File: config.mk
export PLATFORM = sky130hd
export DESIGN_NAME = lct_way_cmp
export DESIGN_NICKNAME = d
export VERILOG_FILES = /design/src/rtl/core/lct_pkg.sv /design/src/rtl/core/lct_way_cmp.sv
export SDC_FILE = /design/constraint.sdc
export NUM_CORES = 1
export LEC_CHECK = 0
export ABC_AREA = 1
export BUFFER_PORTS_ARGS = -buffer_cell sky130_fd_sc_hd__buf_4
export CORE_MARGIN = 3
export CORE_UTILIZATION = 47
export DETAILED_ROUTE_END_ITERATION = 6
export PLACE_DENSITY = 0.87
export RECOVER_POWER = 50
export SETUP_SLACK_MARGIN = 0.5
export SLEW_MARGIN = 5
export SYNTH_ARGS = -nofsm -noshare
export SYNTH_HDL_FRONTEND = slang
export SYNTH_SLANG_ARGS = --single-unit
File: constraint.sdc
create_clock -name clk -period 3.2 [get_ports clk]
set_input_delay 0.96 -clock clk [delete_from_list [all_inputs] [get_ports clk]]
set_output_delay 0.96 -clock clk [all_outputs]
set_load 0.02 [all_outputs]
File: src/rtl/core/lct_pkg.sv
package lct_pkg;

	// geometry
	localparam int MAX_SET_BITS = 8;
	localparam int MAX_WAYS     = 8;
	localparam int LINE_COUNT   = MAX_WAYS << MAX_SET_BITS;

	localparam int SET_W  = (MAX_SET_BITS > 0) ? MAX_SET_BITS : 1;
	localparam int SBIT_W = $clog2(MAX_SET_BITS + 1);
	localparam int WAY_W  = (MAX_WAYS > 1) ? $clog2(MAX_WAYS) : 1;
	localparam int WCNT_W = $clog2(MAX_WAYS + 1);
	localparam int LINE_W = $clog2(LINE_COUNT);

	// field widths
	localparam int ADDR_W  = 64;
	localparam int TAG_W   = 64;
	localparam int STAMP_W = 32;
	localparam int CNT_W   = 32;
	localparam int CFG_W   = 6;
	localparam int CIDX_W  = 2;

	localparam logic [STAMP_W-1:0] CLOCK_CEILING = 32'h7FFF_FFFF;
	localparam logic [CNT_W-1:0]   COUNT_CEILING = 32'hFFFF_FFFF;

	// configuration register indexes
	localparam logic [CIDX_W-1:0] CFG_SET_INDEX_BITS    = 2'd0;
	localparam logic [CIDX_W-1:0] CFG_WAYS_IN_USE       = 2'd1;
	localparam logic [CIDX_W-1:0] CFG_BLOCK_OFFSET_BITS = 2'd2;

	typedef struct packed {
		logic             init;
		logic             vld;
		logic [WAY_W-1:0] way;
	} scan_ctrl_t;

	typedef struct packed {
		logic               hit;
		logic [STAMP_W-1:0] best;
		logic [WAY_W-1:0]   victim;
	} scan_stat_t;

	function automatic logic [LINE_W-1:0] line_index(
		input logic [SET_W-1:0] set_idx,
		input logic [WAY_W-1:0] way
	);
		return LINE_W'(set_idx) * LINE_W'(MAX_WAYS) + LINE_W'(way);
	endfunction

	function automatic logic [CNT_W-1:0] sat_inc(
		input logic [CNT_W-1:0] v,
		input logic [CNT_W-1:0] ceiling
	);
		return (v < ceiling) ? v + CNT_W'(1) : ceiling;
	endfunction

endpackage

File: src/rtl/core/lct_way_cmp.sv
module lct_way_cmp
	import lct_pkg::*;
(
	input  logic               clk,
	input  logic               arst_n,
	input  scan_ctrl_t         ctrl,
	input  logic [STAMP_W-1:0] stamp_rd,
	input  logic [TAG_W-1:0]   tag_rd,
	input  logic [TAG_W-1:0]   tag_key,
	output logic               match,
	output scan_stat_t         stat
);

	logic               hit_q;
	logic [STAMP_W-1:0] best_q;
	logic [WAY_W-1:0]   victim_q;

	// a line takes part only while its stamp is nonzero
	assign match = ctrl.vld && (stamp_rd != '0) && (tag_rd == tag_key);

	always_ff @(posedge clk or negedge arst_n) begin
		if (!arst_n) begin
			hit_q <= 1'b0;
		end else if (ctrl.init) begin
			hit_q <= 1'b0;
		end else if (match) begin
			hit_q <= 1'b1;
		end
	end

	// running minimum, strict compare keeps the lowest way on ties
	always_ff @(posedge clk) begin
		if (ctrl.init) begin
			best_q   <= COUNT_CEILING;
			victim_q <= '0;
		end else if (ctrl.vld && (stamp_rd < best_q)) begin
			best_q   <= stamp_rd;
			victim_q <= ctrl.way;
		end
	end

	assign stat.hit    = hit_q;
	assign stat.best   = best_q;
	assign stat.victim = victim_q;

endmodule

Word level (Yosys, flattened, before mapping) --
Cells that the tools add are included.
Operators by class: equality and inequality tests 1, reductions and logical operators 5, $lt $le $gt $ge 1, mux-type cells 2
Operators with widths (number):
- $eq A64 B64 Y1 | 1
- $lt A32 B32 Y1 | 1
- $reduce_bool A32 Y1 | 1
- $logic_and A1 B1 Y1 | 3
- $mux W1 | 2
- $reduce_bool A2 Y1 | 1
Word-level totals: output and inout port bits 37, register bits after elaboration 36, input bits 167, word-level logic and storage cells 12

Logic depth before layout (Yosys ltp) --
word-level depth 5, depth in mapped cells 15, depth with buffers taken out 14

Worst setup path after synthesis --
No wires, ideal clock.
path type in2out, start input tag_key[35], end output match, stages 8, data required time 2240 ps, path buffers 0, slack 537 ps, data arrival time 1703 ps, path through xor2_1 -> nor2_1 -> nand2_1 -> nor2_1 -> nand2_1 -> nor2_1 -> nand3_1 -> inv_1
On the way: word-level cells in the longest chain between the ends 2
RTL lines:
- start, declared | line lct_way_cmp.sv:9 | input logic [TAG_W-1:0] tag_key,
- $eq A64 B64 Y1 | line lct_way_cmp.sv:19 | assign match = ctrl.vld && (stamp_rd != '0) && (tag_rd == tag_key);
- $logic_and A1 B1 Y1 | line lct_way_cmp.sv:19
- end, declared | line lct_way_cmp.sv:10 | output logic match,
Every way passes these cells.

Worst setup path after layout --
start input tag_key[5], end output match
The elaborated chain is that of the path after synthesis.

==> summary.md <==
| Metric | Value |
|---|---|
| P_sw | 0.566 mW |
| Outcome | finished, final reports clean |
| Post-synth top area share | a little over a fifth |
| Critical path capture point type | output pin |
| Vias per cell | 5.15 |
| Bufs on Longest Clock Path | 2 |
| Avg WL per Cell | between 10 and 15 µm |
| Achievable frequency | approximately 330 MHz |
| Post-synth EDFFs | 0 |
| Share of power burned in registers | 35.3% |
| H-Tree Level Count | 2 |
| CP max FO | 2 |
| Setup Crit Path Kind | in -> out |
| Sw Share | a little under two fifths |
| TNS Setup | 0 ns |
| Final Core Density | 73.5% |
| Slowest CP cell | nand3_1 |
| Commonest non-fill, non-tap cell in the layout | buf_4 |
| Comb pwr share | between 40% and 50% |
| Crit path max-delay family | simple AND/OR/NAND/NOR gates |
| Post-CTS Setup Bufs | 0 |
| Synth warn | 0 |
| Slew HR | 29.6% |
| Worst-margin pin slew | 1.05 ns |
| Max cap viols | 0 |
| Core ar. | 6530 µm² |
| Layout cells sized above 1 | 28.2% |
| VDD IR max | 243 µV |
| DRT Pass-1 Iters | 5 |
| Tcrit/Tclk final | between 90% and 100% |
| WP buf/inv | 4 |
| CTS buffer count | 5 |
| # clock sinks | 36 |
| Grt total ovfl | 0 |
| Fin. Hold Viols | 0 |
| Initial antenna violation count | 0 |
| Vias in the first global route | between 4000 and 5000 |
| Seq cells post-synth | 36 |
| Crit path cell chain | buf_4, inv_1, o21ai_0, nor2_1, nand2_1, nor2_1, nand2_1, nor2_1, nand3_1, inv_2, buf_6 |
| Initial Utilization | 49.7% |
| Most used cells in the layout excluding fill and tap cells | 163 x buf_4, 122 x nand2_1, 78 x inv_1 |
| Final Max Tran Viols | 0 |
| CP arrival | 2.08 ns |
| Die area | 7940 µm² |
| GRT Util Overall | 28.7% |
| DP HPWL | 9910 µm |
| Final nets | 924 |
| DR iter-0 viols | 232 |
| PortBufs | 203 |
| First-pass GRT wire length | between 15000 and 20000 µm |
| Hold Path Class | in -> async |
| Startpoint class of the critical path | primary input |
| Synth Cell Area | 3240 µm² |
| Async set or reset register ratio after synthesis | between 2 and 3% |
| Synth area leader | dfxtp_1 |
| Power density over the cells | 316 nW/µm² |
| Drt drc | 0 |
| Distinct cells, synth | 29 |
| Via count | 4142 |
| Rows | 29 |
| # setup viols final | 0 |
| Seq/Total Area, Yosys | 22.4% |
| Fillers | between 500 and 600 |
| I/O pin count | approximately 200 |
| Clk slew on worst S/H paths | 0.08 ns |
| Pin count of the biggest net entering global routing | 37 |
| Main synth FF type | dfxtp_1 |
| CTS tree | done |
| Worst EP required | 2.24 ns |
| Die H | slightly below 90 µm |
| P_leak | ~2.8 nW |
| Area growth, synth to finish | 48.1% |
| Syn Inst Count | 528 |
| CP dominant cell by count | nor2_1 |
| DRT Wirelength | about 12000 µm |
| Die width | 89.1 µm |
| Synth Net Count | 726 |
| Antenna Cells | 0 |
| Clock power share | a little over a fifth |
| Worst-case clock skew | between 0.008 and 0.009 ns |
| Avg Cell Area, Syn | 6.14 µm² |
| Final antenna-violating net count | 0 |
| Routability Congestion | approximately 0.9 |
| Clk_lat worst skew | 0.29 ns |
| Min cycle time layout | just over 3 ns |
| Synth top area cells | dfxtp_1 22%, nand2_1 15%, ha_1 12% |
| Clock root buffer master | clkbuf_8 |
| Cell internal pwr | roughly 0.95 mW |
| RSZ-0062 raised after global routing | true |
| CP max stage delay | 0.17 ns |
logic make-up after synthesis:
kind of cell / after synthesis / share of synthesized area, %
fa+ha+maj: 31 / 12.0
simple gates: 278 / 36.6
buf+inv: 105 / 13.6
xor+xnor: 25 / 6.75
flops: 36 / 22.4
compound gates: 53 / 8.79
synthesized netlist by cell type, types with 3 or more instances:
library cell	instances
nor3_1	4
nand4_1	6
buf_2	4
dfxtp_1	35
nor2_1	60
inv_1	88
nand2_1	126
a21oi_1	18
buf_6	3
nand3_1	76
xnor2_1	14
clkbuf_1	3
o21ai_0	26
o22ai_1	4
buf_4	5
xor2_1	11
ha_1	31
path summary, 6_finish.rpt:
check	endpoint	depth (start not counted)	start	slack (ns)
min reg2reg	best_q[1]	2	best_q[1]	0.49
max reg2reg	victim_q[0]	13	best_q[5]	1.09
max in group asynchronous	hit_q	1	arst_n	2.67
min in group clk	best_q[1]	2	best_q[1]	0.49
max	match	11	tag_key[5]	0.16
min	hit_q	1	arst_n	0.45
power by group through the flow:
stage | Clock (mW) | Sequential (mW) | Combinational, mW
after detailed placement | 0 | 0.547 | 0.677
final | 0.331 | 0.536 | 0.651
after CTS | 0.336 | 0.537 | 0.688
after global routing | 0.356 | 0.542 | 0.726
after global placement | 0 | 0.545 | 0.656
after floorplan | 0 | 0.598 | 0.298
worst reg2reg max path: stages (launching register included):
cell     delay [ns]
dfxtp_1        0.39
inv_1          0.06
ha_1           0.29
a21oi_1        0.14
nor2_1         0.06
nor3_1         0.12
nand2_1        0.08
nand2_1        0.05
nand2_1        0.06
nand2_1        0.18
buf_6          0.30
nand3_1        0.14
nand2_1        0.08
nor2_1         0.06
per-layer routing:
layer	track usage [%]	vias up	part of all wire, %	routed length, µm
met5	0	-	0	0
met1	32.2	1861	38	4430
met4	10.4	0	3.5	410
li1	-	2066	-	-
met2	52.5	186	51	6040
met3	6.45	29	7.4	874
timing repair:
item | CTS | global route
hold buffers | 0 | 0
pin swaps | 28 | 9
resized for setup | 31 | 6
endpoints found under the setup margin | 1 | 34
registers in the layout (all words and copies together), names as in the netlist:
name	count
best_q	32
hit_q	1
victim_q	3
cell type report:
| type | instances | area (µm²) | area share, % |
|---|---|---|---|
| Clock buffer | 5 | 68.8 | 1.43 |
| Tap cell | 77 | 96.3 | 2.01 |
| Clock inverter | 3 | 18.8 | 0.391 |
| Sequential cell | 36 | 726 | 15.1 |
| Multi-Input combinational cell | 387 | 2110 | 44.0 |
| Timing Repair Buffer | 206 | 1440 | 30.0 |
| Inverter | 90 | 340 | 7.09 |
through the flow:
| step | cells | power, mW | worst slack [ns] | instance area [µm²] | hold slack, ns |
|---|---|---|---|---|---|
| finish | 804 | 1.52 | 0.157 | 4800 | 0.448 |
| global route | 804 | 1.62 | 0.0829 | 4800 | 0.445 |
| CTS | 804 | 1.56 | 0.252 | 4930 | 0.424 |
| detailed placement | 796 | 1.22 | 0.135 | 4780 | 0.469 |
| global placement | 796 | 1.20 | 0.153 | 4780 | 0.464 |
| floorplan | 528 | 0.896 | 0.537 | 3240 | 0.490 |
Note: power is estimated with default switching activity, not from simulation.
