===== config.mk =====
export PLATFORM = sky130hd
export DESIGN_NAME = lct_addr_split
export DESIGN_NICKNAME = d
export VERILOG_FILES = /design/src/rtl/core/lct_pkg.sv /design/src/rtl/core/lct_addr_split.sv
export SDC_FILE = /design/constraint.sdc
export NUM_CORES = 1
export LEC_CHECK = 0
export BUFFER_PORTS_ARGS = -buffer_cell sky130_fd_sc_hd__clkbuf_2
export CAP_MARGIN = 20
export CORE_ASPECT_RATIO = 0.7
export CORE_MARGIN = 2
export CORE_UTILIZATION = 54
export DETAILED_ROUTE_END_ITERATION = 8
export PLACE_DENSITY = 0.76
export SKIP_LAST_GASP = 1
export SLEW_MARGIN = 20
export SYNTH_ARGS = -nofsm -noshare
export SYNTH_HDL_FRONTEND = slang
export SYNTH_SLANG_ARGS = --single-unit

===== constraint.sdc =====
create_clock -name clk -period 2.4 [get_ports clk]
set_clock_uncertainty 0.05 [all_clocks]
set_input_delay 0.36 -clock clk [delete_from_list [all_inputs] [get_ports clk]]
set_output_delay 0.36 -clock clk [all_outputs]
set_load 0.05 [all_outputs]

===== src/rtl/core/lct_pkg.sv =====
package lct_pkg;

	// geometry
	localparam int MAX_SET_BITS = 8;
	localparam int MAX_WAYS     = 8;
	localparam int LINE_COUNT   = MAX_WAYS << MAX_SET_BITS;

	localparam int SET_W  = (MAX_SET_BITS > 0) ? MAX_SET_BITS : 1;
	localparam int SBIT_W = $clog2(MAX_SET_BITS + 1);
	localparam int WAY_W  = (MAX_WAYS > 1) ? $clog2(MAX_WAYS) : 1;
	localparam int WCNT_W = $clog2(MAX_WAYS + 1);
	localparam int LINE_W = $clog2(LINE_COUNT);

	// field widths
	localparam int ADDR_W  = 64;
	localparam int TAG_W   = 64;
	localparam int STAMP_W = 32;
	localparam int CNT_W   = 32;
	localparam int CFG_W   = 6;
	localparam int CIDX_W  = 2;

	localparam logic [STAMP_W-1:0] CLOCK_CEILING = 32'h7FFF_FFFF;
	localparam logic [CNT_W-1:0]   COUNT_CEILING = 32'hFFFF_FFFF;

	// configuration register indexes
	localparam logic [CIDX_W-1:0] CFG_SET_INDEX_BITS    = 2'd0;
	localparam logic [CIDX_W-1:0] CFG_WAYS_IN_USE       = 2'd1;
	localparam logic [CIDX_W-1:0] CFG_BLOCK_OFFSET_BITS = 2'd2;

	typedef struct packed {
		logic             init;
		logic             vld;
		logic [WAY_W-1:0] way;
	} scan_ctrl_t;

	typedef struct packed {
		logic               hit;
		logic [STAMP_W-1:0] best;
		logic [WAY_W-1:0]   victim;
	} scan_stat_t;

	function automatic logic [LINE_W-1:0] line_index(
		input logic [SET_W-1:0] set_idx,
		input logic [WAY_W-1:0] way
	);
		return LINE_W'(set_idx) * LINE_W'(MAX_WAYS) + LINE_W'(way);
	endfunction

	function automatic logic [CNT_W-1:0] sat_inc(
		input logic [CNT_W-1:0] v,
		input logic [CNT_W-1:0] ceiling
	);
		return (v < ceiling) ? v + CNT_W'(1) : ceiling;
	endfunction

endpackage


===== src/rtl/core/lct_addr_split.sv =====
module lct_addr_split
	import lct_pkg::*;
(
	input  logic              clk,
	input  logic              load,
	input  logic [ADDR_W-1:0] address,
	input  logic [5:0]        block_offset_bits,
	input  logic [3:0]        set_index_bits,
	output logic [SET_W-1:0]  set_idx_s2,
	output logic [TAG_W-1:0]  tag_s2
);

	logic [ADDR_W-1:0] block_s1;
	logic [SBIT_W-1:0] sbits_eff;
	logic [SET_W-1:0]  set_mask;

	// oversized set index counts act as the maximum
	assign sbits_eff = (32'(set_index_bits) > MAX_SET_BITS) ?
		SBIT_W'(MAX_SET_BITS) : SBIT_W'(set_index_bits);
	assign set_mask  = ~({SET_W{1'b1}} << sbits_eff);

	// stage 1: drop the block offset
	always_ff @(posedge clk) begin
		if (load) begin
			block_s1 <= address >> block_offset_bits;
		end
	end

	// stage 2: split into set index and tag
	always_ff @(posedge clk) begin
		set_idx_s2 <= block_s1[SET_W-1:0] & set_mask;
		tag_s2     <= block_s1 >> sbits_eff;
	end

endmodule


== Yosys cells after proc, flatten, opt, wreduce, memory -nomap -nowiden ==
Cells that the tools add are included.

* Bits of input ports: 76
* Memories: 0
* Bits in writable memories: 0
* Latch bits: 0
* Memory bits (read-only): 0
* Bits in registers: 136
* Output and inout bits: 72
* Logic and storage cells: 10

* Muxes and demuxes: 1
* Equal/unequal tests: 0
* Divide/modulo/power cells: 0
* Shift operators: 3
* Add/subtract/negate cells: 0
* Bitwise gates (word level): 2
* Magnitude comparators: 1
* Reductions and logical operators: 0
* Multipliers: 0

{| class="wikitable"
|+ Operator list
! operator !! number
|-
| 64-bit by 4-bit right shift with 64-bit output || 1
|-
| 64-bit by 6-bit right shift with 64-bit output || 1
|-
| 8-bit bitwise AND || 1
|-
| 8-bit inverter || 1
|-
| 8-bit by 4-bit << shifter with 8-bit output (first input constant) || 1
|-
| 4-bit > comparator (second input constant) || 1
|-
| 4-bit 2-to-1 mux || 1
|}

== Depth between registers and ports, before layout ==
* Depth after elaboration: 5
* Depth in mapped cells: 9
* Mapped depth without buffers: 5

== Worst setup path after synthesis ==
Ideal clock, no wire load.

* Kind: input to register
* Start point: in block_offset_bits[1]
* End point: reg block_s1[6] (data pin)
* Arrival time: 1.923 ns
* Stages: 8
* Required time: 2.080 ns
* Setup time: 0.270 ns
* Path buffers: 3
* Slack: 0.157 ns
* Cells stage by stage: buf_6 > buf_6 > buf_6 > mux2i_1 > nor3_1 > a2111oi_0 > a211o_1 > a21oi_1

* Longest elaborated chain between the ends: 1

{| class="wikitable"
|+ RTL lines
! what !! RTL line !! text
|-
| start, declared || lct_addr_split.sv:7 || <nowiki>input logic [5:0] block_offset_bits,</nowiki>
|-
| 64-bit by 6-bit right shift with 64-bit output || lct_addr_split.sv:25 || <nowiki>block_s1 <= address >> block_offset_bits;</nowiki>
|-
| end signal, assigned || lct_addr_split.sv:25 ||
|-
| end, declared || lct_addr_split.sv:13 || <nowiki>logic [ADDR_W-1:0] block_s1;</nowiki>
|}

Every way passes these cells.
A chain may end at the register's enable or synchronous reset.

== Worst setup path in the final report ==
* Start point: in block_offset_bits[2]
* End point: reg block_s1[33] (data pin)

The elaborated chain is that of the path after synthesis.

==> run_results.csv <==
group,metric,value,unit
outcome,outcome,"finished, final reports clean",
power,p_leak,5.887,nW
critical_path,r2r_end,"tag_s2[3]$_DFF_P_",
sta,rsz0062_at_grt,"true",
grt,track_usage,0.3607,
min_path,hp-start,"set_index_bits[0]",
yosys,synth_area_leaders,"mux2i_1 (21%), edfxtp_1 (18%), mux4_2 (13%), dfxtp_1 (13%), nand2_1 (4.8%)",
clock_network,clockRootBuffer,"clkbuf_16",
yosys,synth_fa_ha_area_frac,0,
min_path,whs_path_depth,3,
critical_path,crit_chain,"buf_4 -> buf_4 -> clkinv_1 -> buf_4 -> mux2i_1 -> o21ai_0 -> buf_4 -> nor2_1 -> a211oi_1",
floorplan,die_x,173.5,um
clock_network,cts_tree,"built",
yosys,synth-edff-count,64,
clock_network,cts_inserted_buffers,17,
power,finalPower,8.768,mW
sta,hold_viol,0,
grt,antenna_found_initial,1,
sta,hold_ws,0.1729,ns
route,drc,0,
yosys,syn_area,10860,um2
critical_path,worstSetupEndpointType,"flip-flop",
yosys,ys_types,59,
min_path,min_to,"set_idx_s2[2]$_DFF_P_",
critical_path,cp.required,2.55,ns
yosys,ys.flop_type,"dfxtp_1",
finish,num_antenna_cells,0,
yosys,ys_ff_latch,136,
floorplan,ioPinCount,148,
finish,nNetsFinal,1364,
floorplan,initial_core_util,0.5501,
grt,grt_pass1_vias,9571,
clock_network,htreeDepth,4,
grt,grt_pass1_wl,57790,um
yosys,synthCells,1063,
placement,hpwlAfterDp,29010,um
critical_path,slowest_delay,0.41,ns
critical_path,regToRegSetupSlack,0.63,ns
critical_path,crit_slowest_cell,"o21ai_0",
yosys,synth_top_family_by_area,"multiplexers",
yosys,synth-warning-count,0,
critical_path,worst-path-max-fanout,26,
critical_path,path_class,"in2reg",
yosys,synth_area_leader_cell,"mux2i_1",
finish,n_fill_cell,1551,
sta,maxSlewViolCount,0,
placement,place_congestion,0.9828,
floorplan,dieArea,21280,um2
clock_network,cts.sinks,136,
route,first_pass_iters,7,
route,antenna_left,0,
power,ir_drop,576.0,uV
sta,timing.final.crit_period,2.326,ns
sta,worst_pin_slew,0.7463,ns
sta,finalCritPeriodShare,0.9693,
sta,slew_headroom,0.5006,
critical_path,worst_r2r_path_depth,4,
sta,fmax,429.9,MHz
yosys,postSynthAreaPerCell,10.22,um2
route,postRouteWirelength,37950,um
placement,io_buffer_count,147,
finish,layout-drive-gt1-share,0.3459,
run,max-cap-violations,0,
yosys,syn-num-nets,1139,
floorplan,floorplan.rows,43,
route,wl_per_cell,24.16,um
yosys,synth-compound-area-share,0.1258,
clock_network,insertion_delay,0.43,ns
route,via_count,10170,
critical_path,worst_ep_arrival_time,2.47,ns
floorplan,core-area,19750,um2
yosys,synth_xor_area_frac,0,
yosys,yosysSeqAreaShare,0.3096,
floorplan,die_h,122.7,um
clock_network,clockBufferDepth,2,
grt,gr-total-overflow,0,
critical_path,crit_path_frequent_cell,"buf_4",
power,powerDensity,656.4,nW/um2
yosys,synthMuxAreaShare,0.4008,
yosys,yosysTopAreaCellShare,0.2110,
clock_network,clk_pin_slew,0.06,ns
critical_path,cp-start-kind,"input port",
grt,grt_max_degree,75,
yosys,async_flop_share,0,
critical_path,r2r-start,"block_s1[4]$_DFFE_PP_",
finish,area_growth,22.98,%
yosys,yosys.area_share.simple,0.1091,
sta,setup_viol,0,
min_path,hp-class,"in2reg",
route,viasPerCell,6.475,
route,first_iter_violations,1439,
[critical path, delay by kind of cell]
family	cells	cell delay, ns
compound gates	2	0.78
buf+inv	5	1.14
mux	1	0.12
simple gates	1	0.04
[per-layer routing]
layer	track usage	vias to the layer above	share of wire
met3	0.1490	51	0.14
met4	0.06780	0	0.015
met1	0.5032	4884	0.43
li1	-	4537	-
met5	0	-	0
met2	0.5298	701	0.42
[cells in the final DEF (no fill, tap or decap), types with 8 or more instances in the layout]
master and n:
nand2b_1 11, a22oi_1 14, buf_12 13, nand2_1 140
a21oi_1 20, o22ai_1 16, mux2i_1 229, mux4_2 65
mux2_2 39, edfxtp_1 64, nor3_1 10, and2_1 8
nor2_1 62, clkbuf_2 142, dfxtp_1 72, clkbuf_16 20
o211ai_1 19, nor2b_1 14, o21ai_0 80, nand3_1 12
buf_4 148
[cell families after synthesis]
group,count (synthesis)
buffers and inverters,107
AND/OR/NAND/NOR,272
multiplexers,339
AO/OA/AOI/OAI,209
flip-flops,136
[layout make-up]
| cell class | count | area (um2) | area share |
|---|---|---|---|
| multi-input cells | 820 | 6919 | 0.5180 |
| flip-flops and latches | 136 | 3363 | 0.2518 |
| repair buffers | 305 | 2098 | 0.1571 |
| clock buffers | 20 | 500.5 | 0.03747 |
| well taps | 270 | 337.8 | 0.02529 |
| clock inverters | 12 | 108.9 | 0.008149 |
| inverters | 8 | 30.03 | 0.002248 |
[report_power, final]
part | internal (mW) | total [mW] | switching [mW]
clock network | 1.62 | 2.70 | 1.09
registers | 2.74 | 2.95 | 0.204
logic | 1.17 | 3.12 | 1.94
[Yosys cell counts (3+ instances only)]
cell type / count
dfxtp_1: 72
buf_1: 9
a22oi_1: 14
a31oi_1: 3
a21o_1: 3
o22a_1: 5
mux4_2: 65
nand2b_1: 12
buf_6: 15
o31ai_1: 3
nor2_1: 62
nor4_1: 4
mux2_2: 39
a2bb2oi_1: 3
nand3_1: 12
buf_2: 27
and2_1: 8
o22ai_1: 16
nand2_1: 140
inv_1: 6
nor2b_1: 15
buf_4: 10
o21ai_0: 81
a222oi_1: 7
o221ai_1: 6
o211ai_1: 19
a221oi_1: 3
a21oi_1: 20
a211oi_1: 6
clkbuf_1: 36
mux4_1: 6
edfxtp_1: 64
mux2i_1: 229
nor3_1: 10
[sequential cells by signal, summed over array words and instances, names as in the netlist]
register,count
set_idx_s2,8
block_s1,64
tag_s2,64
[how the worst max path moves through the flow]
stage                         start  slack, ns  cells after the start                         end
6_report       block_offset_bits[2]       0.07                      9  block_s1[33]$_SDFFCE_PP0P_
5_1_grt        block_offset_bits[1]      -0.04                      8       block_s1[1]$_DFFE_PP_
4_1_cts        block_offset_bits[1]       0.10                      8      block_s1[21]$_DFFE_PP_
3_5_place_dp   block_offset_bits[1]      -0.35                      8      block_s1[21]$_DFFE_PP_
3_3_place_gp   block_offset_bits[2]      -0.29                      9  block_s1[33]$_SDFFCE_PP0P_
2_1_floorplan  block_offset_bits[1]       0.16                      8       block_s1[6]$_DFFE_PP_
[through the flow]
stage | utilization | setup TNS (ns) | setup WS [ns] | area [um2] | instances
floorplan | - | 0 | 0.1569 | 10860 | 1063
detailed placement | 0.6451 | -7.861 | -0.3450 | 12740 | 1538
global route | 0.6765 | -0.03928 | -0.03928 | 13360 | 1571
CTS | 0.6759 | 0 | 0.1023 | 13350 | 1570
global placement | 0.6451 | -6.716 | -0.2919 | 12740 | 1538
finish | 0.6765 | 0 | 0.07370 | 13360 | 1571
[repair_timing]
item                                    CTS  global route
resized for setup                         0             2
hold buffers                              0             0
endpoints found under the setup margin    0             3
setup buffers                             0             1
No activity file was read; power rests on OpenSTA's default activity.
